**config.mk**
```make
export PLATFORM = sky130hd
export DESIGN_NAME = rsst_fifo
export DESIGN_NICKNAME = d
export VERILOG_FILES = /design/src/rsst_pkg.sv /design/src/rsst_fifo.sv
export VERILOG_INCLUDE_DIRS = /design/src /design/src/src
export SDC_FILE = /design/constraint.sdc
export NUM_CORES = 1
export LEC_CHECK = 0
export BUFFER_PORTS_ARGS = -buffer_cell sky130_fd_sc_hd__buf_2
export CELL_PAD_IN_SITES_DETAIL_PLACEMENT = 0
export CELL_PAD_IN_SITES_GLOBAL_PLACEMENT = 1
export CORE_MARGIN = 1.5
export CORE_UTILIZATION = 40
export CTS_CLUSTER_DIAMETER = 80
export DETAILED_ROUTE_END_ITERATION = 10
export GPL_TIMING_DRIVEN = 0
export HOLD_SLACK_MARGIN = 0.12
export PLACE_DENSITY = 0.74
export SLEW_MARGIN = 20
export SYNTH_ARGS = -nofsm -noshare
export SYNTH_HDL_FRONTEND = slang
export SYNTH_SLANG_ARGS = --single-unit
```
**constraint.sdc**
```tcl
create_clock -name clk -period 5.4 [get_ports clk]
set_input_delay 0.54 -clock clk [delete_from_list [all_inputs] [get_ports clk]]
set_output_delay 0.54 -clock clk [all_outputs]
set_load 0.01 [all_outputs]
```
**src/assert_macros.svh**
```systemverilog
// Assertion macros shared by the range-sum segment tree RTL
`ifndef ASSERT_MACROS_SVH
`define ASSERT_MACROS_SVH

// Property checked on every clock edge outside reset
`define ASSERT_CLK(label, prop, msg) \
  label: assert property (@(posedge clk) disable iff (!rst_n) prop) \
    else $error(msg);

// Condition that must never be true outside reset
`define ASSERT_NEVER(label, cond, msg) \
  label: assert property (@(posedge clk) disable iff (!rst_n) !(cond)) \
    else $error(msg);

`endif

```
**src/rsst_pkg.sv**
```systemverilog
// Shared types and constants for the range-sum segment tree
package rsst_pkg;

  localparam int POS_W = 10;
  localparam int VAL_W = 32;
  localparam int SUM_W = 64;
  localparam int CNT_W = 11;

  localparam logic [CNT_W-1:0] COUNT_RESET = 11'd1024;

  // request kinds
  localparam logic REQ_SET   = 1'b0;
  localparam logic REQ_QUERY = 1'b1;

  // command queue between front and back (depth must be a power of two)
  localparam int QUEUE_DEPTH = 2;
  localparam int QPTR_W      = $clog2(QUEUE_DEPTH);

  // classified command handed from front to back
  typedef struct packed {
    logic                    has_result;  // a result item is owed
    logic                    sum_en;      // range is non-empty after clipping
    logic [POS_W-1:0]        lo;
    logic [POS_W-1:0]        hi;
    logic                    set_en;      // position is inside the count
    logic [POS_W-1:0]        pos;
    logic signed [VAL_W-1:0] value;
  } cmd_t;

endpackage

```
**src/rsst_fifo.sv**
```systemverilog
// Two-entry command queue between the front and back ends
module rsst_fifo import rsst_pkg::*; (
  input  logic clk,
  input  logic rst_n,
  input  logic push,
  input  cmd_t push_data,
  output logic full,
  input  logic pop,
  output cmd_t pop_data,
  output logic empty
);

  cmd_t              entries [QUEUE_DEPTH];
  logic [QPTR_W-1:0] wr_ptr_r;
  logic [QPTR_W-1:0] rd_ptr_r;
  logic [QPTR_W:0]   count_r;

  assign full     = (count_r == (QPTR_W+1)'(QUEUE_DEPTH));
  assign empty    = (count_r == '0);
  assign pop_data = entries[rd_ptr_r];

  // storage, no reset needed
  always_ff @(posedge clk) begin
    if (push) begin
      entries[wr_ptr_r] <= push_data;
    end
  end

  // pointers wrap on their own since the depth is a power of two
  always_ff @(posedge clk) begin
    if (!rst_n) begin
      wr_ptr_r <= '0;
      rd_ptr_r <= '0;
      count_r  <= '0;
    end else begin
      if (push) begin
        wr_ptr_r <= wr_ptr_r + QPTR_W'(1);
      end
      if (pop) begin
        rd_ptr_r <= rd_ptr_r + QPTR_W'(1);
      end
      if (push && !pop) begin
        count_r <= count_r + (QPTR_W+1)'(1);
      end else if (pop && !push) begin
        count_r <= count_r - (QPTR_W+1)'(1);
      end
    end
  end

`include "assert_macros.svh"
  `ASSERT_NEVER(a_fifo_overflow, push && full && !pop, "command queue overflow")
  `ASSERT_NEVER(a_fifo_underflow, pop && empty, "command queue underflow")

endmodule

```
### Yosys cells after proc, flatten, opt, wreduce, memory -nomap -nowiden

Memories as Yosys holds them, arrays and structs flattened. A register that Yosys moved wholly into a read port is not among the register bits.
Cells that the tools add are included.

| operators by class | value |
|---|---|
| add/sub/neg operators | 4 |
| equal/unequal tests | 1 |
| muxes and demuxes | 6 |
| reduce and logical (&&, ||, !) cells | 6 |

Operators by type and width:

| kind | number |
|---|---|
| two-way mux 1 bit | 4 |
| two-way mux 2 bit | 2 |
| adder 1 bit, second input constant | 2 |
| adder 2 x 1 -> 2 bit, second input constant | 1 |
| equality test 2 bit, second input constant | 1 |
| logical AND 1 bit | 2 |
| zero test 1 bit | 2 |
| zero test 2 bit | 1 |
| nonzero test 2 bit | 1 |
| subtractor 2 x 1 -> 2 bit, second input constant | 1 |

| storage, ports and cells | value |
|---|---|
| register bits | 4 |
| RAM bits | 130 |
| logic and storage cells | 21 |
| memories kept | 1 |

Memory list:

| name | words | width | read ports | clocked after Yosys merged registers in | wr ports | RTL line | text |
|---|---|---|---|---|---|---|---|
| entries | 2 | 65 | 1 | 1 | 1 | rsst_fifo.sv:13 | `cmd_t entries [QUEUE_DEPTH];` |

### Logic depth before layout (Yosys ltp)

| depth | value |
|---|---|
| depth after elaboration | 4 |
| gate-level depth with buffers | 5 |
| depth with buffers taken out | 5 |

### Worst setup path after synthesis

Ideal clock, no wire load.

| timing | value |
|---|---|
| kind | input port to flip-flop |
| start point | input port push |
| end point | memory entries[0][0] (netlist bit) (enable) |
| setup time | 0.497 ns |
| arrival | 3.428 ns |
| data required time | 4.903 ns |
| slack | 1.475 ns |
| stages | 1 |
| path buffers | 0 |
| path through | nor2b_1 |

| on the way | value |
|---|---|
| word-level cells in the longest chain between the ends | 2 |

Ends and longest elaborated chain:

| item | RTL line | text |
|---|---|---|
| start, declared | rsst_fifo.sv:5 | `input logic push,` |
| two-way mux 1 bit | rsst_fifo.sv:24 | `if (push) begin` |
| two-way mux 1 bit (implied by the code) | rsst_fifo.sv:25 | `entries[wr_ptr_r] <= push_data;` |
| end, declared | rsst_fifo.sv:13 |  |

Every way passes these cells.

==> flow_summary.toml <==
[route]
ant_nets = 0
drtIter0Drc = 108
first_pass_iters = 4
finalWirelength_um = 8420
vias = 2527
drc = 0
viasPerCell = 4.66
wl_per_cell_um = 15.5

[synth]
seq_area_frac_synth_pct = 81.3
avgSynthCellArea_um2 = 22.0
ys_ff_latch = 135
yosys.cell_types.count = 18
syn_nets = 294
ys_warn_count = 0
synthCells = 224
synthesis.area_um2 = 4920

[placed_design]
gp_congestion = 0.639
port_buffers = 135
dp_hpwl_um = 5570
post-place-cells = 510

[pwr]
power_density_nw_per_um2 = 412
ir_drop_uv = 236
p_leak_nw = 2.48

[cells_and_area]
seq_area_um2 = 4000
final_cells = 542
fin_nets = 452
num_antenna_cells = 0
fill_cells = 981
multi_input_area_um2 = 857
final_core_util_pct = 54.3
syn_to_final_growth_pct = 32.5
drive_gt1_share_pct = 61.8

[timing]
drv_slew = 0
rsz0062_at_grt = "no"
setup_viol = 0
max_freq_mhz = 462
slew-limit-headroom_pct = 75.2
timing.final.crit_share_pct = 40.1
worst_pin_slew_ns = 0.372
post-route-min-period_ns = 2.16
hold_viol_final = 0
clock_skew_ns = 0.00457

[clock_tree]
clk_path_buf_depth = 2
htree_num_levels = 4
cts_setup_buffers = 0
worstSkewPairLatency_ns = 0.41
ctsHoldBuffers = 0
cts_resized = 0
cts_tree = "yes"
cts_made_buffers = 17
ctsRootBufferMaster = "clkbuf_16"
cts.sinks = 135
clkTransAtPathRegs_ns = 0.06

[worst_setup_path]
worst_setup_path_end_kind = "output port"
crit_path_end = "pop_data[38]"
critPathLaunchType = "flop"
reg2reg_from = "wr_ptr_r$_SDFFE_PN0P_"
critical_path_class = "reg -> out"
reg2regPathDepth = 4
path_max_fanout = 10
timing.rr.end = "entries[0][15]$_DFFE_PP_"
ff2ff_setup_slack_ns = 3.92
crit_required_ns = 4.86
worst_ep_arrival_time_ns = 1.62

[min_path]
holdPathStages = 1
hp-class = "in -> reg"

[global_route]
track_usage_pct = 13.7
grt_pass1_wl_um = 12800
antenna_found_initial = 0
grt_pass1_vias = 2575
gr-total-overflow = 0
grt_max_degree = 44

[die]
coreArea_um2 = 12000
row_count = 40
die_w_um = 114
dieArea_um2 = 13000
pin_count = 136
die-height_um = 114
start_util_pct = 41.0

[run]
max-cap-violations = 0

[outcome]
status = "completed"
==> cell families (layout without fill, tap and decap cells) <==
kind of cell,Yosys count,count (layout),synth area share (%)
AO/OA/AOI/OAI,3,3,0.407
flip-flops,135,135,81.3
adder cells (fa/ha/maj),1,1,0.254
AND/OR/NAND/NOR,9,9,1.14
XOR/XNOR,3,3,0.534
multiplexers,65,65,14.9
buffers and inverters,8,179,1.47
==> how the worst min path moves through the flow <==
stage | startpoint | endpoint | slack [ns]
after floorplan | count_r[1]$_SDFFE_PN0P_ | count_r[1]$_SDFFE_PN0P_ | 0.47
after global placement | count_r[1]$_SDFFE_PN0P_ | count_r[1]$_SDFFE_PN0P_ | 0.48
after detailed placement | count_r[1]$_SDFFE_PN0P_ | count_r[1]$_SDFFE_PN0P_ | 0.51
after CTS | push_data[44] | entries[0][44]$_DFFE_PP_ | 0.29
after global routing | push_data[49] | entries[1][49]$_DFFE_PP_ | 0.30
final | push_data[44] | entries[0][44]$_DFFE_PP_ | 0.32
==> layer usage <==
layer  vias to the layer above  GRT usage [%]  routed length (um)
li1                       1202              -                   -
met1                      1226           14.9                3430
met2                        86           22.5                4190
met3                        13           6.75                 667
met4                         0           6.50                 129
met5                         -              0                   0
==> per-stage QoR <==
stage          area, um^2  setup slack (ns)  setup TNS (ns)  hold WS (ns)  power (W)
6_report             6520              3.24               0         0.317    0.00269
5_1_grt              6520              3.14               0         0.296    0.00279
4_1_cts              6520              3.18               0         0.293    0.00273
3_5_place_dp         5890              3.52               0         0.506    0.00150
3_3_place_gp         5780            -0.510          -33.37         0.483    0.00149
2_1_floorplan        4920              1.47               0         0.466    0.00139
==> area by class of cell <==
cell class | count | area share, %
Sequential cell | 135 | 61.4
Multi-Input combinational cell | 81 | 13.1
Timing Repair Buffer | 139 | 11.8
Clock buffer | 18 | 6.58
Clock inverter | 14 | 3.16
Tap cell | 147 | 2.82
Buffer | 7 | 1.05
Inverter | 1 | 0.0575
==> Yosys cell counts (all sizes together) <==
cell | n | area, um^2
dfxtp | 5 | 100
inv | 1 | 3.75
mux2 | 65 | 732
buf | 7 | 68.8
or3 | 1 | 6.26
xor2 | 2 | 17.5
and2 | 4 | 25.0
a21boi | 1 | 7.51
xnor2 | 1 | 8.76
nor2 | 1 | 3.75
and2b | 1 | 8.76
ha | 1 | 12.5
o21a | 1 | 7.51
o21ai | 1 | 5.00
edfxtp | 130 | 3900
nor2b | 2 | 12.5
==> worst max-delay path: stages (launching register included) <==
cell     delay [ns]
dfxtp_1        0.32
buf_4          0.22
buf_6          0.18
mux2_2         0.35
buf_2          0.14
==> where the power goes <==
| part | switching (W) | internal, W | total (W) |
|---|---|---|---|
| Sequential | 0.0000130 | 0.00121 | 0.00122 |
| Combinational | 0.000123 | 0.000127 | 0.000250 |
| Clock | 0.000404 | 0.000813 | 0.00122 |
==> state kept, by name, indices dropped and copies added, names as in the netlist, named ones only <==
| signal | cells |
|---|---|
| count_r | 2 |
| wr_ptr_r | 1 |
| rd_ptr_r | 1 |
| entries | 130 |
==> cells in the final DEF, fill, tap and decap left out <==
cell,netlist,layout
nor2b_4,0,1
clkinvlp_4,0,5
nor2_1,1,1
and2_4,0,1
buf_2,1,136
o21ai_0,1,1
bufinv_16,0,5
clkbuf_16,0,17
dfxtp_1,5,5
buf_4,1,1
a21boi_1,1,1
o21a_1,1,1
xor2_1,2,2
inv_1,1,1
clkbuf_1,0,1
clkinv_2,0,3
ha_1,1,1
nor2b_1,2,1
buf_12,0,2
xnor2_1,1,1
buf_6,5,5
mux2_2,65,65
and2b_2,1,1
edfxtp_1,130,130
clkinv_1,0,1
buf_16,0,2
and2_1,4,3
or3_1,1,1
Note: power is estimated with default switching activity, not from simulation.
