--- config.mk ---
export PLATFORM = sky130hd
export DESIGN_NAME = rsst_front_flat
export DESIGN_NICKNAME = d
export VERILOG_FILES = /design/src/assert_macros.svh /design/src/rsst_pkg.sv /design/src/rsst_if.sv /design/src/rsst_front.sv /design/src/flat_wrapper.sv
export SDC_FILE = /design/constraint.sdc
export NUM_CORES = 1
export LEC_CHECK = 0
export BUFFER_PORTS_ARGS = -buffer_cell sky130_fd_sc_hd__buf_2
export CAP_MARGIN = 5
export CORE_ASPECT_RATIO = 1.5
export CORE_MARGIN = 2
export CORE_UTILIZATION = 38
export CTS_CLUSTER_SIZE = 24
export DETAILED_ROUTE_END_ITERATION = 12
export GPL_ROUTABILITY_DRIVEN = 0
export HOLD_SLACK_MARGIN = 0.03
export PLACE_DENSITY_LB_ADDON = 0.12
export SLEW_MARGIN = 10
export SYNTH_ARGS = -nofsm -noshare
export SYNTH_HDL_FRONTEND = slang
export SYNTH_SLANG_ARGS = --single-unit
--- constraint.sdc ---
create_clock -name clk -period 7.5 [get_ports clk]
set_input_delay 1.5 -clock clk [delete_from_list [all_inputs] [get_ports clk]]
set_output_delay 1.5 -clock clk [all_outputs]
set_load 0.01 [all_outputs]
--- src/assert_macros.svh ---
// Assertion macros shared by the range-sum segment tree RTL
`ifndef ASSERT_MACROS_SVH
`define ASSERT_MACROS_SVH

// Property checked on every clock edge outside reset
`define ASSERT_CLK(label, prop, msg) \
  label: assert property (@(posedge clk) disable iff (!rst_n) prop) \
    else $error(msg);

// Condition that must never be true outside reset
`define ASSERT_NEVER(label, cond, msg) \
  label: assert property (@(posedge clk) disable iff (!rst_n) !(cond)) \
    else $error(msg);

`endif

--- src/rsst_pkg.sv ---
// Shared types and constants for the range-sum segment tree
package rsst_pkg;

  localparam int POS_W = 10;
  localparam int VAL_W = 32;
  localparam int SUM_W = 64;
  localparam int CNT_W = 11;

  localparam logic [CNT_W-1:0] COUNT_RESET = 11'd1024;

  // request kinds
  localparam logic REQ_SET   = 1'b0;
  localparam logic REQ_QUERY = 1'b1;

  // command queue between front and back (depth must be a power of two)
  localparam int QUEUE_DEPTH = 2;
  localparam int QPTR_W      = $clog2(QUEUE_DEPTH);

  // classified command handed from front to back
  typedef struct packed {
    logic                    has_result;  // a result item is owed
    logic                    sum_en;      // range is non-empty after clipping
    logic [POS_W-1:0]        lo;
    logic [POS_W-1:0]        hi;
    logic                    set_en;      // position is inside the count
    logic [POS_W-1:0]        pos;
    logic signed [VAL_W-1:0] value;
  } cmd_t;

endpackage

--- src/rsst_if.sv ---
// Valid/ready channel interfaces for requests and results
interface rsst_in_if import rsst_pkg::*; ();
  logic                    valid;
  logic                    ready;
  logic                    req_type;
  logic [POS_W-1:0]        range_first;
  logic [POS_W-1:0]        range_second;
  logic [POS_W-1:0]        set_position;
  logic signed [VAL_W-1:0] set_value;

  modport source (
    output valid, req_type, range_first, range_second, set_position, set_value,
    input  ready
  );
  modport sink (
    input  valid, req_type, range_first, range_second, set_position, set_value,
    output ready
  );
endinterface


--- src/rsst_front.sv ---
// Front end: element count register, request intake and classification
module rsst_front import rsst_pkg::*; #(
  parameter int MAX_ELEMENTS = 1024
) (
  input  logic             clk,
  input  logic             rst_n,
  rsst_in_if.sink          in_chan,
  input  logic             cfg_we,
  input  logic [CNT_W-1:0] cfg_wdata,
  input  logic             tree_ready,
  input  logic             q_full,
  output logic             q_push,
  output cmd_t             q_data
);

  logic [CNT_W-1:0] count_r;
  logic [CNT_W-1:0] n_eff;
  logic [POS_W-1:0] lo;
  logic [POS_W-1:0] hi;
  logic             is_query;

  // element count register
  always_ff @(posedge clk) begin
    if (!rst_n) begin
      count_r <= COUNT_RESET;
    end else if (cfg_we) begin
      count_r <= cfg_wdata;
    end
  end

  // count in use never exceeds the tree capacity
  assign n_eff = (32'(count_r) > 32'(MAX_ELEMENTS)) ? CNT_W'(MAX_ELEMENTS) : count_r;

  // order the range ends
  assign lo = (in_chan.range_first < in_chan.range_second) ?
              in_chan.range_first : in_chan.range_second;
  assign hi = (in_chan.range_first < in_chan.range_second) ?
              in_chan.range_second : in_chan.range_first;

  assign is_query = (in_chan.req_type == REQ_QUERY);

  // handshake: take an item once the tree is cleared and the queue has room
  assign in_chan.ready = tree_ready && !q_full;
  assign q_push        = in_chan.valid && in_chan.ready;

  // classify: clip the range and screen the set position
  always_comb begin
    q_data.has_result = is_query;
    q_data.sum_en     = is_query && (CNT_W'(lo) < n_eff);
    q_data.lo         = lo;
    q_data.hi         = (CNT_W'(hi) >= n_eff) ? POS_W'(n_eff - CNT_W'(1)) : hi;
    q_data.set_en     = (CNT_W'(in_chan.set_position) < n_eff);
    q_data.pos        = in_chan.set_position;
    q_data.value      = in_chan.set_value;
  end

endmodule

--- src/flat_wrapper.sv ---
// flat-port wrapper written by rule: the top's interface ports become plain ports
module rsst_front_flat import rsst_pkg::*;
#(
  parameter int MAX_ELEMENTS = 1024
)
  (clk, rst_n, cfg_we, cfg_wdata, tree_ready, q_full, q_push, q_data, in_chan_valid, in_chan_req_type, in_chan_range_first, in_chan_range_second, in_chan_set_position, in_chan_set_value, in_chan_ready);
  rsst_in_if in_chan_i ();
  input  logic clk;
  input  logic rst_n;
  input  logic cfg_we;
  input  logic [CNT_W-1:0] cfg_wdata;
  input  logic tree_ready;
  input  logic q_full;
  output logic q_push;
  output cmd_t q_data;
  input wire logic [$bits(in_chan_i.valid)-1:0] in_chan_valid;
  input wire logic [$bits(in_chan_i.req_type)-1:0] in_chan_req_type;
  input wire logic [$bits(in_chan_i.range_first)-1:0] in_chan_range_first;
  input wire logic [$bits(in_chan_i.range_second)-1:0] in_chan_range_second;
  input wire logic [$bits(in_chan_i.set_position)-1:0] in_chan_set_position;
  input wire logic [$bits(in_chan_i.set_value)-1:0] in_chan_set_value;
  output wire logic [$bits(in_chan_i.ready)-1:0] in_chan_ready;
  assign in_chan_i.valid = in_chan_valid;
  assign in_chan_i.req_type = in_chan_req_type;
  assign in_chan_i.range_first = in_chan_range_first;
  assign in_chan_i.range_second = in_chan_range_second;
  assign in_chan_i.set_position = in_chan_set_position;
  assign in_chan_i.set_value = in_chan_set_value;
  assign in_chan_ready = in_chan_i.ready;
  rsst_front #(.MAX_ELEMENTS(MAX_ELEMENTS)) u_core (.clk(clk), .rst_n(rst_n), .in_chan(in_chan_i), .cfg_we(cfg_we), .cfg_wdata(cfg_wdata), .tree_ready(tree_ready), .q_full(q_full), .q_push(q_push), .q_data(q_data));
endmodule
== Yosys cells after proc, flatten, opt, wreduce, memory -nomap -nowiden ==
Index checks and enable logic that the tools add are counted.

* Bits in latches: 0
* Memory bits (writable): 0
* Memories: 0
* Input bits: 80
* ROM bits: 0
* Register bits after elaboration: 11

* $add $sub $neg: 1
* Reduce and logical (&&, ||, !) cells: 4
* Order comparisons: 5
* Eq/ne operators: 0
* Multiplexer cells: 4
* Shift operators: 0
* Multiply operators: 0
* Bitwise operators: 0
* Divide/modulo/power cells: 0

{| class="wikitable"
|+ Operator list
! cell !! number
|-
| 10-bit 2-to-1 mux || 3
|-
| 10-bit by 11-bit < comparator with 1-bit output || 2
|-
| 10-bit by 11-bit greater-or-equal comparator with 1-bit output || 1
|-
| 11-bit greater-than comparator (second input constant) || 1
|-
| 11-bit 2-to-1 mux || 1
|-
| 10-bit < comparator || 1
|-
| 10-bit by 1-bit subtractor with 10-bit output (second input constant) || 1
|-
| 1-bit logical AND || 3
|-
| 1-bit logical NOT || 1
|}

== Depth between registers and ports, before layout ==
Gate-level depths: netlist (run 1).

* Depth in word-level cells: 4
* Gate-level depth with buffers: 17
* Mapped depth without buffers: 15

== Worst setup path after synthesis (run 1) ==
OpenSTA, ideal clock, no wires.

* Path kind: input port to output port
* Start: in in_chan_range_second[4]
* End: out q_data[44] (netlist bit)
* Data arrival time: 4278 ps
* Slack: 1722 ps
* Stages: 16
* Path buffers: 2
* Cells stage by stage: inv_1 -> ha_1 -> a21oi_1 -> nand2_1 -> o2bb2ai_2 -> o21ai_2 -> buf_6 -> mux2i_1 -> ha_1 -> nand2b_1 -> a211o_1 -> o2111ai_1 -> a21oi_1 -> o31a_1 -> buf_6 -> mux2_4

{| class="wikitable"
|+ RTL lines
! item !! RTL line !! text
|-
| start: declaration || flat_wrapper.sv:19 || <nowiki>input wire logic [$bits(in_chan_i.range_second)-1:0] in_chan_range_second;</nowiki>
|-
| end: declaration || flat_wrapper.sv:15 || <nowiki>output cmd_t q_data;</nowiki>
|}

==> results.sh, run 1 <==
export IMPL_detail_route_wl_per_cell_um=14.3
export IMPL_nNetsFinal=427
export IMPL_report_final_hold_viol_count=0
export IMPL_count_of_instances_resized_after_the_clock_tree_is_built=0
export IMPL_fin_total_pwr_uw=297
export IMPL_grt_start_max_net_pins=24
export IMPL_site_row_count=34
export IMPL_number_of_global_route_vias_before_repair=1838
export IMPL_count_of_pins_on_the_block_boundary=147
export IMPL_drive_gt1_share_pct=34.7
export IMPL_criticalPathCategory="in -> out"
export IMPL_cts_htree_levels=1
export IMPL_number_of_antenna_violations_at_the_first_check_in_global_routing=0
export IMPL_grt_first_pass_wirelength_mm=8.59
export IMPL_outcome="finished, final reports clean"
export IMPL_mappedNetlistNets=390
export IMPL_detailedRoute_firstPassIterationCount=4
export IMPL_peakVddDrop_v=0.0000965
export IMPL_cts_setup_buffers=0
export IMPL_cts_root_buf="sky130_fd_sc_hd__clkbuf_8"
export IMPL_final_setup_viol_count=0
export IMPL_largest_register_ff_count=11
export IMPL_final_max_slew_viol_count=0
export IMPL_worst_slew_pin_slew_ps=742
export IMPL_power_leakage_nw=1.20
export IMPL_grt_util_all_layers_pct=16.7
export IMPL_via_count=1904
export IMPL_timing_final_crit_period_ps=6750
export IMPL_synthesis_instances=272
export IMPL_multiInputGateArea_um2=1590
export IMPL_synth_ff_type="sky130_fd_sc_hd__dfxtp_1"
export IMPL_rsz0062_at_grt="no"
export IMPL_wl_final_mm=5.45
export IMPL_timing_slew_headroom_pct=50.5
export IMPL_postSynthAreaPerCell_um2=8.17
export IMPL_netlist_cell_types=41
export IMPL_synth_cell_area_um2=2220
export IMPL_worst_clock_skew_ps=0
export IMPL_vias_per_cell=5.01
export IMPL_fp_dieW_um=66.4
export IMPL_antenna_diode_count=0
export IMPL_hold_path_class="reg -> reg"
export IMPL_initial_util_pct=38.7
export IMPL_critical_path_fanouts_max=16
export IMPL_yosys_warnings=0
export IMPL_post_synth_edffs=0
export IMPL_worstSkewPairLatency_ps=230
export IMPL_syn2layout_area_growth_pct=8.28
export IMPL_regMostFlops="u_core.count_r"
export IMPL_port_buffers=82
export IMPL_postLayoutCoreUtil_pct=41.9
export IMPL_fmax_mhz=148
export IMPL_layout_filler_cells=624
export IMPL_ant_nets=0
export IMPL_critical_path_max_stage_delay_ps=640
export IMPL_die_h_um=97.6
export IMPL_drc=0
export IMPL_clkSinkCount=11
export IMPL_synth_top_area_share_pct=21.4
export IMPL_regArea_um2=220
export IMPL_layout_worst_path_cycle_share_pct=90.0
export IMPL_synth_yosys_seq_area_share_pct=9.92
export IMPL_clk_transition_reported_paths_ps=50
export IMPL_synth_async_sr_flop_share_pct=0
export IMPL_synth_top_cells_by_area="sky130_fd_sc_hd__ha_1 21%, sky130_fd_sc_hd__buf_4 15%, sky130_fd_sc_hd__dfxtp_1 9.9%"
export IMPL_drt_initial_drc_count=32
export IMPL_critical_path_slowest_cell="sky130_fd_sc_hd__o31a_1"
export IMPL_core_area_um2=5740
export IMPL_cts_buffer_count=3
export IMPL_cts_hold_buf=0
export IMPL_post_synthesis_sequential_element_count=11
export IMPL_cts_tree="built"
export IMPL_worstRegToRegCells=2
export IMPL_critPathArrivalTime_ps=5250
export IMPL_cts_path_max_buffers=2
export IMPL_layout_top_registers="u_core.count_r x11"
export IMPL_grt_remaining_overflow=0
export IMPL_power_per_cell_area_nw_per_um2=124
export IMPL_setup_tns_final_ps=0
export IMPL_fp_dieArea_um2=6480
export IMPL_synth_largest_area_cell="sky130_fd_sc_hd__ha_1"
export IMPL_worst_endpoint_required_ps=6000
export IMPL_detailed_place_hpwl_mm=4.80
export IMPL_critical_path_cell_chain="buf_2 -> inv_1 -> ha_1 -> a21oi_1 -> o21a_1 -> nand2b_1 -> o21ai_2 -> buf_4 -> mux2_2 -> ha_1 -> nand2_1 -> o21ai_0 -> o31a_1 -> mux2_4 -> buf_2"
export IMPL_timing_max_cap_violations=0
export IMPL_timing_critical_path_to_type="output port"
export IMPL_whs_path_depth=2
export IMPL_cp_start_kind="primary input"
==> layer usage <==
layer,global-route usage (%),up-vias,wire length [µm]
li1,-,1001,-
met1,18.3,830,2080
met2,32.5,51,3010
met3,0.348,22,237
met4,6.28,0,130
met5,0,-,0
==> cells by family (layout without fill, tap and decap cells) <==
kind of cell | count (synthesis) | in the layout | synth area share (%)
DFF | 11 | 11 | 9.92
buffers and inverters | 62 | 98 | 18.5
adders and majority gates | 38 | 38 | 21.4
AOI/OAI and AO/OA | 54 | 54 | 15.1
xor gates and xnor gates | 4 | 4 | 1.58
muxes | 31 | 31 | 16.5
and+or+nand+nor | 72 | 72 | 17.0
==> Yosys cell counts (2+ instances only) <==
| cell type | number |
|---|---|
| sky130_fd_sc_hd__nand2_1 | 20 |
| sky130_fd_sc_hd__nor3_1 | 7 |
| sky130_fd_sc_hd__buf_4 | 43 |
| sky130_fd_sc_hd__xnor2_1 | 4 |
| sky130_fd_sc_hd__nand4_1 | 2 |
| sky130_fd_sc_hd__a21o_1 | 4 |
| sky130_fd_sc_hd__o21ai_0 | 16 |
| sky130_fd_sc_hd__nand2b_1 | 15 |
| sky130_fd_sc_hd__nor2_1 | 6 |
| sky130_fd_sc_hd__buf_6 | 2 |
| sky130_fd_sc_hd__a21oi_1 | 18 |
| sky130_fd_sc_hd__mux2_4 | 9 |
| sky130_fd_sc_hd__inv_1 | 11 |
| sky130_fd_sc_hd__o21a_1 | 3 |
| sky130_fd_sc_hd__clkbuf_1 | 4 |
| sky130_fd_sc_hd__nand3_1 | 3 |
| sky130_fd_sc_hd__mux2_2 | 9 |
| sky130_fd_sc_hd__ha_1 | 38 |
| sky130_fd_sc_hd__mux2i_1 | 13 |
| sky130_fd_sc_hd__o21bai_1 | 2 |
| sky130_fd_sc_hd__dfxtp_1 | 11 |
| sky130_fd_sc_hd__a211oi_1 | 3 |
| sky130_fd_sc_hd__nor2b_1 | 11 |
==> area by class of cell <==
cell class / instances / share of cell area [%]
Tap cell: 72 / 3.75
Clock buffer: 4 / 1.87
Timing Repair Buffer: 83 / 17.4
Inverter: 11 / 1.72
Sequential cell: 11 / 9.16
Multi-Input combinational cell: 199 / 66.1
==> path summary, 6_finish.rpt <==
| kind | from | end | slack [ps] |
|---|---|---|---|
| max | in_chan_range_second[9] | q_data[50] | 750 |
| min | u_core.count_r[8] | u_core.count_r[8] | 540 |
| max reg2reg | u_core.count_r[10] | u_core.count_r[10] | 6510 |
| min reg2reg | u_core.count_r[8] | u_core.count_r[8] | 540 |
==> worst max-delay path: cells and delay by family <==
kind	cells	cell delay [ps]
compound gates	5	1670
mux	2	730
fa+ha+maj	2	630
buf+inv	4	580
simple gates	2	130
==> cell usage in the layout, fill, tap and decap left out, drive strengths merged <==
cell	count
buf	83
ha	38
nand2	20
a21oi	18
mux2	18
o21ai	17
nand2b	15
mux2i	13
inv	11
nor2b	11
dfxtp	11
nor3	7
nor2	6
a21o	4
xnor2	4
clkbuf	4
nand3	3
o21a	3
a211oi	3
nand4	2
o21bai	2
o2bb2ai	1
o211a	1
or3	1
o22ai	1
a211o	1
o2111ai	1
o31a	1
nor4	1
and3	1
o221ai	1
or2	1
nand4b	1
or4	1
and2	1
nand3b	1
==> stage by stage <==
stage	setup WS (ps)	hold slack [ps]	std cells	cell area, µm²
floorplan	1720	508	272	2220
global placement	734	535	376	2360
detailed placement	703	537	376	2360
CTS	709	543	380	2400
global route	488	573	380	2400
finish	751	540	380	2400
==> where the power goes <==
group | switching, mW | internal, mW
Clock | 0.0199 | 0.0371
Sequential | 0.00608 | 0.0622
Combinational | 0.0879 | 0.0839
Total | 0.114 | 0.183
Power figures use the tool's default switching activity.
==> run 2, diff against run 1 <==
--- a/config.mk
+++ b/config.mk
@@ -14,6 +14,7 @@
 export DETAILED_ROUTE_END_ITERATION = 12
 export GPL_ROUTABILITY_DRIVEN = 0
 export HOLD_SLACK_MARGIN = 0.03
+export MAX_ROUTING_LAYER = met4
 export PLACE_DENSITY_LB_ADDON = 0.12
 export SLEW_MARGIN = 10
 export SYNTH_ARGS = -nofsm -noshare
==> constraint.sdc (replaced) <==
create_clock -name clk -period 7 [get_ports clk]
set_input_delay 1.4 -clock clk [delete_from_list [all_inputs] [get_ports clk]]
set_output_delay 1.4 -clock clk [all_outputs]
set_load 0.01 [all_outputs]
==> run 2 against run 1 <==
Hold slack better by 1.4 ps. Die area unchanged. Combinational power grew 7%. Via count fell by 0.53%. Clock power grew 7.2%. Clock-buffer cell count stayed put. Design area unchanged.
==> results.sh, run 2 (synthesized netlist as in run 1, its figures left out) <==
export IMPL_outcome="finished, final reports clean"
export IMPL_layout_cells_most_common="sky130_fd_sc_hd__buf_2"
export IMPL_global_routing_usage_on_met1_pct=18.7
export IMPL_clk_transition_reported_paths_ps=50
export IMPL_largest_register_ff_count=11
export IMPL_layout_worst_path_cycle_share_pct=93.4
export IMPL_layout_top_registers="u_core.count_r x11"
export IMPL_timing_slew_headroom_pct=50.7
export IMPL_critPathArrivalTime_ps=5140
export IMPL_detailedRoute_firstPassIterationCount=4
export IMPL_core_area_um2=5740
export IMPL_cts_root_buf="sky130_fd_sc_hd__clkbuf_8"
export IMPL_hold_path_class="reg -> reg"
export IMPL_drc=0
export IMPL_ant_nets=0
export IMPL_worstRegToRegCells=2
export IMPL_drt_initial_drc_count=33
export IMPL_setup_tns_final_ps=0
export IMPL_cp_buffers_inverters=4
export IMPL_cts_path_max_buffers=2
export IMPL_port_buffers=82
export IMPL_timing_max_cap_violations=0
export IMPL_fp_dieW_um=66.4
export IMPL_layout_cells_most_common_list="82 x sky130_fd_sc_hd__buf_2, 38 x sky130_fd_sc_hd__ha_1, 20 x sky130_fd_sc_hd__nand2_1"
export IMPL_final_setup_viol_count=0
export IMPL_rsz0062_at_grt="no"
export IMPL_min_delay_worst_endpoint="u_core.count_r[8]"
export IMPL_worst_hold_startpoint="u_core.count_r[8]"
export IMPL_worst_endpoint_required_ps=5600
export IMPL_critical_path_slowest_cell="sky130_fd_sc_hd__o31a_1"
export IMPL_post_route_cell_area_um2=2400
export IMPL_nNetsFinal=427
export IMPL_multiInputGateArea_um2=1590
export IMPL_grt_first_pass_wirelength_mm=8.68
export IMPL_initial_util_pct=38.7
export IMPL_report_final_hold_viol_count=0
export IMPL_critical_path_fanouts_max=16
export IMPL_worst_slew_pin_slew_ps=739
export IMPL_detailed_place_hpwl_mm=4.77
export IMPL_power_leakage_nw=1.20
export IMPL_cts_buffer_count=3
export IMPL_grt_start_max_net_pins=24
export IMPL_drive_gt1_share_pct=34.7
export IMPL_cts_htree_levels=1
export IMPL_cts_tree="built"
export IMPL_met3_capacity_usage_during_global_routing_pct=0.695
export IMPL_via_count=1894
export IMPL_internal_reg_to_reg_setup_slack_ps=6000
export IMPL_peakVddDrop_v=0.000103
export IMPL_fp_dieArea_um2=6480
export IMPL_syn2layout_area_growth_pct=8.28
export IMPL_final_max_slew_viol_count=0
export IMPL_regMostFlops="u_core.count_r"
export IMPL_crit_reg2reg_launch="u_core.count_r[10]"
export IMPL_site_row_count=34
export IMPL_met2_track_demand_over_resource_pct=32.5
export IMPL_count_of_pins_on_the_block_boundary=147
export IMPL_critical_path_cell_chain="buf_2 -> inv_1 -> ha_1 -> a21oi_1 -> o21a_1 -> nand2b_1 -> o21ai_2 -> buf_4 -> mux2_2 -> ha_1 -> nand2_1 -> o21ai_0 -> o31a_1 -> mux2_4 -> buf_2"
export IMPL_post_dp_cell_area_um2=2360
export IMPL_clkSinkCount=11
export IMPL_family_with_the_most_delay_on_the_worst_path="compound AO/OA/AOI/OAI gates"
export IMPL_whs_path_depth=2
export IMPL_die_h_um=97.6
export IMPL_fmax_mhz=153
export IMPL_regArea_um2=220
export IMPL_detail_route_wl_per_cell_um=14.3
export IMPL_timing_final_crit_period_ps=6540
export IMPL_grt_util_all_layers_pct=17.5
export IMPL_cp_start_kind="primary input"
export IMPL_layout_filler_cells=626
export IMPL_busiest_layer="met2"
export IMPL_count_of_instances_resized_after_the_clock_tree_is_built=0
export IMPL_power_per_cell_area_nw_per_um2=132
export IMPL_number_of_global_route_vias_before_repair=1874
export IMPL_wl_final_mm=5.44
export IMPL_critical_path_max_stage_delay_ps=640
export IMPL_cts_setup_buffers=0
export IMPL_timing_critical_path_to_type="output port"
export IMPL_worst_clock_skew_ps=0
export IMPL_worstSkewPairLatency_ps=230
export IMPL_criticalPathCategory="in -> out"
export IMPL_antenna_diode_count=0
export IMPL_vias_per_cell=4.98
export IMPL_grt_remaining_overflow=0
export IMPL_cts_hold_buf=0
export IMPL_timing_rr_end="u_core.count_r[10]"
export IMPL_number_of_antenna_violations_at_the_first_check_in_global_routing=0
run 2: cell counts in the layout (fill, tap and decap cells not counted):
Identical to the previous run, type by type.
run 2: routing by layer:
| layer | part of all wire, % | wire length (µm) |
|---|---|---|
| met1 | 38 | 2080 |
| met2 | 55 | 3000 |
| met3 | 4.0 | 220 |
| met4 | 2.4 | 131 |
| met5 | 0 | 0 |
run 2: report_power, final:
part	switching [mW]	internal [mW]	total [mW]
sequential	0.00639	0.0666	0.0730
combinational	0.0939	0.0897	0.184
clock	0.0214	0.0398	0.0612
total	0.122	0.196	0.318
run 2: worst max path at each step:
stage | slack, ps | endpoint | cells past startpoint | from
2_1_floorplan | 1420 | q_data[44] | 16 | in_chan_range_second[4]
3_3_place_gp | 430 | q_data[50] | 15 | in_chan_range_second[4]
3_5_place_dp | 410 | q_data[50] | 15 | in_chan_range_second[9]
4_1_cts | 410 | q_data[49] | 15 | in_chan_range_second[9]
5_1_grt | 190 | q_data[50] | 15 | in_chan_range_second[9]
6_report | 460 | q_data[45] | 15 | in_chan_range_second[9]
run 2: through the flow:
stage | hold WS (ps) | instances | power, mW | utilization (%) | worst slack, ps
2_1_floorplan | 508 | 272 | 0.222 | - | 1420
3_3_place_gp | 535 | 376 | 0.259 | 41.1 | 433
3_5_place_dp | 537 | 376 | 0.260 | 41.1 | 408
4_1_cts | 543 | 380 | 0.324 | 41.9 | 410
5_1_grt | 573 | 380 | 0.350 | 41.9 | 187
6_report | 541 | 380 | 0.318 | 41.9 | 462
run 2: tightest hold or removal path: stages (launching register included):
cell	delay, ps
sky130_fd_sc_hd__dfxtp_1	320
sky130_fd_sc_hd__mux2i_1	120
sky130_fd_sc_hd__nor2b_1	50
run 2: layout make-up:
| cell class | count | share of cell area [%] |
|---|---|---|
| Inverter | 11 | 1.72 |
| Sequential cell | 11 | 9.16 |
| Tap cell | 72 | 3.75 |
| Multi-Input combinational cell | 199 | 66.1 |
| Timing Repair Buffer | 83 | 17.4 |
| Clock buffer | 4 | 1.87 |
==> run 3, diff against run 2 <==
--- a/config.mk
+++ b/config.mk
@@ -5,11 +5,14 @@
 export SDC_FILE = /design/constraint.sdc
 export NUM_CORES = 1
 export LEC_CHECK = 0
+export ABC_CLOCK_PERIOD_IN_PS = 7000
 export BUFFER_PORTS_ARGS = -buffer_cell sky130_fd_sc_hd__buf_2
 export CAP_MARGIN = 5
-export CORE_ASPECT_RATIO = 1.5
+export CELL_PAD_IN_SITES_DETAIL_PLACEMENT = 0
+export CELL_PAD_IN_SITES_GLOBAL_PLACEMENT = 1
+export CORE_ASPECT_RATIO = 1.75
 export CORE_MARGIN = 2
-export CORE_UTILIZATION = 38
+export CORE_UTILIZATION = 29
 export CTS_CLUSTER_SIZE = 24
 export DETAILED_ROUTE_END_ITERATION = 12
 export GPL_ROUTABILITY_DRIVEN = 0
==> run 3 against run 2 <==
Combinational power hardly changed. Via count grew 0.69%. Power is 14% higher. Highest routed layer unchanged. Largest power group unchanged. Flip-flop and latch count is the same. Critical path type unchanged.
==> results.sh, run 3 (synthesized netlist as in run 1, its figures left out) <==
export IMPL_outcome="finished, final reports clean"
export IMPL_worstSkewPairLatency_ps=240
export IMPL_core_area_um2=7510
export IMPL_hold_path_class="reg -> reg"
export IMPL_via_count=1907
export IMPL_timing_max_cap_violations=0
export IMPL_initial_util_pct=29.6
export IMPL_timing_critical_path_to_type="output port"
export IMPL_peakVddDrop_v=0.000128
export IMPL_final_cell_count_no_fill=397
export IMPL_clk_transition_reported_paths_ps=40
export IMPL_detailed_place_hpwl_mm=5.21
export IMPL_grt_remaining_overflow=0
export IMPL_cts_setup_buffers=0
export IMPL_detail_route_wl_per_cell_um=14.7
export IMPL_clkSinkCount=11
export IMPL_port_buffers=82
export IMPL_fmax_mhz=158
export IMPL_die_h_um=120
export IMPL_count_of_pins_on_the_block_boundary=147
export IMPL_layout_cells_most_common_list="82 x sky130_fd_sc_hd__buf_2, 38 x sky130_fd_sc_hd__ha_1, 20 x sky130_fd_sc_hd__nand2_1"
export IMPL_worst_hold_slack_across_all_endpoints_ps=543
export IMPL_power_per_cell_area_nw_per_um2=147
export IMPL_count_of_instances_resized_after_the_clock_tree_is_built=0
export IMPL_postLayoutCoreUtil_pct=32.8
export IMPL_number_of_antenna_violations_at_the_first_check_in_global_routing=0
export IMPL_rsz0062_at_grt="no"
export IMPL_critical_path_fanouts_max=30
export IMPL_worst_slew_pin_slew_ps=643
export IMPL_timing_slew_headroom_pct=57.1
export IMPL_final_max_slew_viol_count=0
export IMPL_drt_initial_drc_count=58
export IMPL_grt_first_pass_wirelength_mm=9.41
export IMPL_grt_util_all_layers_pct=14.4
export IMPL_internal_reg_to_reg_setup_slack_ps=5980
export IMPL_drc=0
export IMPL_cp_start_kind="primary input"
export IMPL_cts_buffer_count=3
export IMPL_layout_top_registers="u_core.count_r x11"
export IMPL_wl_final_mm=5.84
export IMPL_cts_root_buf="sky130_fd_sc_hd__clkbuf_16"
export IMPL_vias_per_cell=4.80
export IMPL_cts_tree="built"
export IMPL_power_leakage_nw=1.22
export IMPL_drive_gt1_share_pct=35.3
export IMPL_fp_dieArea_um2=8400
export IMPL_setup_tns_final_ps=0
export IMPL_grt_start_max_net_pins=31
export IMPL_ant_nets=0
export IMPL_number_of_global_route_vias_before_repair=1916
export IMPL_layout_cells_most_common="sky130_fd_sc_hd__buf_2"
export IMPL_placed_cells=393
export IMPL_cts_htree_levels=1
export IMPL_worst_clock_skew_ps=0
export IMPL_nNetsFinal=428
export IMPL_detailedRoute_firstPassIterationCount=4
export IMPL_largest_register_ff_count=11
export IMPL_regMostFlops="u_core.count_r"
export IMPL_worst_endpoint_required_ps=5600
export IMPL_site_row_count=42
export IMPL_final_setup_viol_count=0
export IMPL_cts_hold_buf=0
export IMPL_fp_dieW_um=70.2
export IMPL_layout_worst_path_cycle_share_pct=90.6
export IMPL_syn2layout_area_growth_pct=11.1
export IMPL_report_final_hold_viol_count=0
export IMPL_timing_final_crit_period_ps=6340
export IMPL_antenna_diode_count=0
export IMPL_cts_path_max_buffers=2
export IMPL_criticalPathCategory="in -> out"
export IMPL_critPathArrivalTime_ps=4940
-- run 3: metrics by stage --
step / setup WS, ps / power (mW) / instance area [µm²]
detailed placement: 615 / 0.264 / 2390
CTS: 612 / 0.369 / 2470
floorplan: 1420 / 0.222 / 2220
finish: 657 / 0.363 / 2470
global placement: 717 / 0.264 / 2390
global route: 321 / 0.394 / 2470
-- run 3: area by class of cell --
cell class / instances / area (µm²)
Clock inverter: 1 / 5.00
Timing Repair Buffer: 84 / 425
Sequential cell: 11 / 220
Clock buffer: 3 / 75.1
Multi-Input combinational cell: 199 / 1590
Fill cell: 855 / 5050
Inverter: 11 / 41.3
Tap cell: 88 / 110
-- run 3: worst max-delay path, cell delays in order --
cell and delay (ps):
sky130_fd_sc_hd__buf_2 90, sky130_fd_sc_hd__inv_1 50, sky130_fd_sc_hd__ha_1 300, sky130_fd_sc_hd__a21oi_1 170
sky130_fd_sc_hd__o21a_1 160, sky130_fd_sc_hd__o21ai_0 140, sky130_fd_sc_hd__o21ai_2 80, sky130_fd_sc_hd__buf_4 300
sky130_fd_sc_hd__mux2i_1 310, sky130_fd_sc_hd__ha_1 270, sky130_fd_sc_hd__nand2b_1 140, sky130_fd_sc_hd__a211o_1 290
sky130_fd_sc_hd__o2111ai_1 100, sky130_fd_sc_hd__a21oi_1 90, sky130_fd_sc_hd__o31a_1 390, sky130_fd_sc_hd__buf_4 220
sky130_fd_sc_hd__mux2_4 310, sky130_fd_sc_hd__buf_2 140
-- run 3: metal layers --
metal	vias to the layer above	track usage, %	wire length [µm]
li1	996	-	-
met4	0	3.97	56
met5	-	-	0
met1	861	14.7	2110
met2	42	29.2	3450
met3	8	0.504	225
-- run 3: final timing paths --
path / from / to / cells past startpoint
setup / recovery: in_chan_range_second[9] / q_data[45] / 18
hold reg to reg: u_core.count_r[8] / u_core.count_r[8] / 2
setup reg to reg: u_core.count_r[10] / u_core.count_r[10] / 2
hold / removal: u_core.count_r[8] / u_core.count_r[8] / 2
-- run 3: report_power, final --
group          internal [mW]  total, mW  switching, mW
combinational         0.0903      0.185         0.0950
clock                 0.0756      0.104         0.0286
sequential            0.0667     0.0731        0.00645
total                  0.233      0.363          0.130
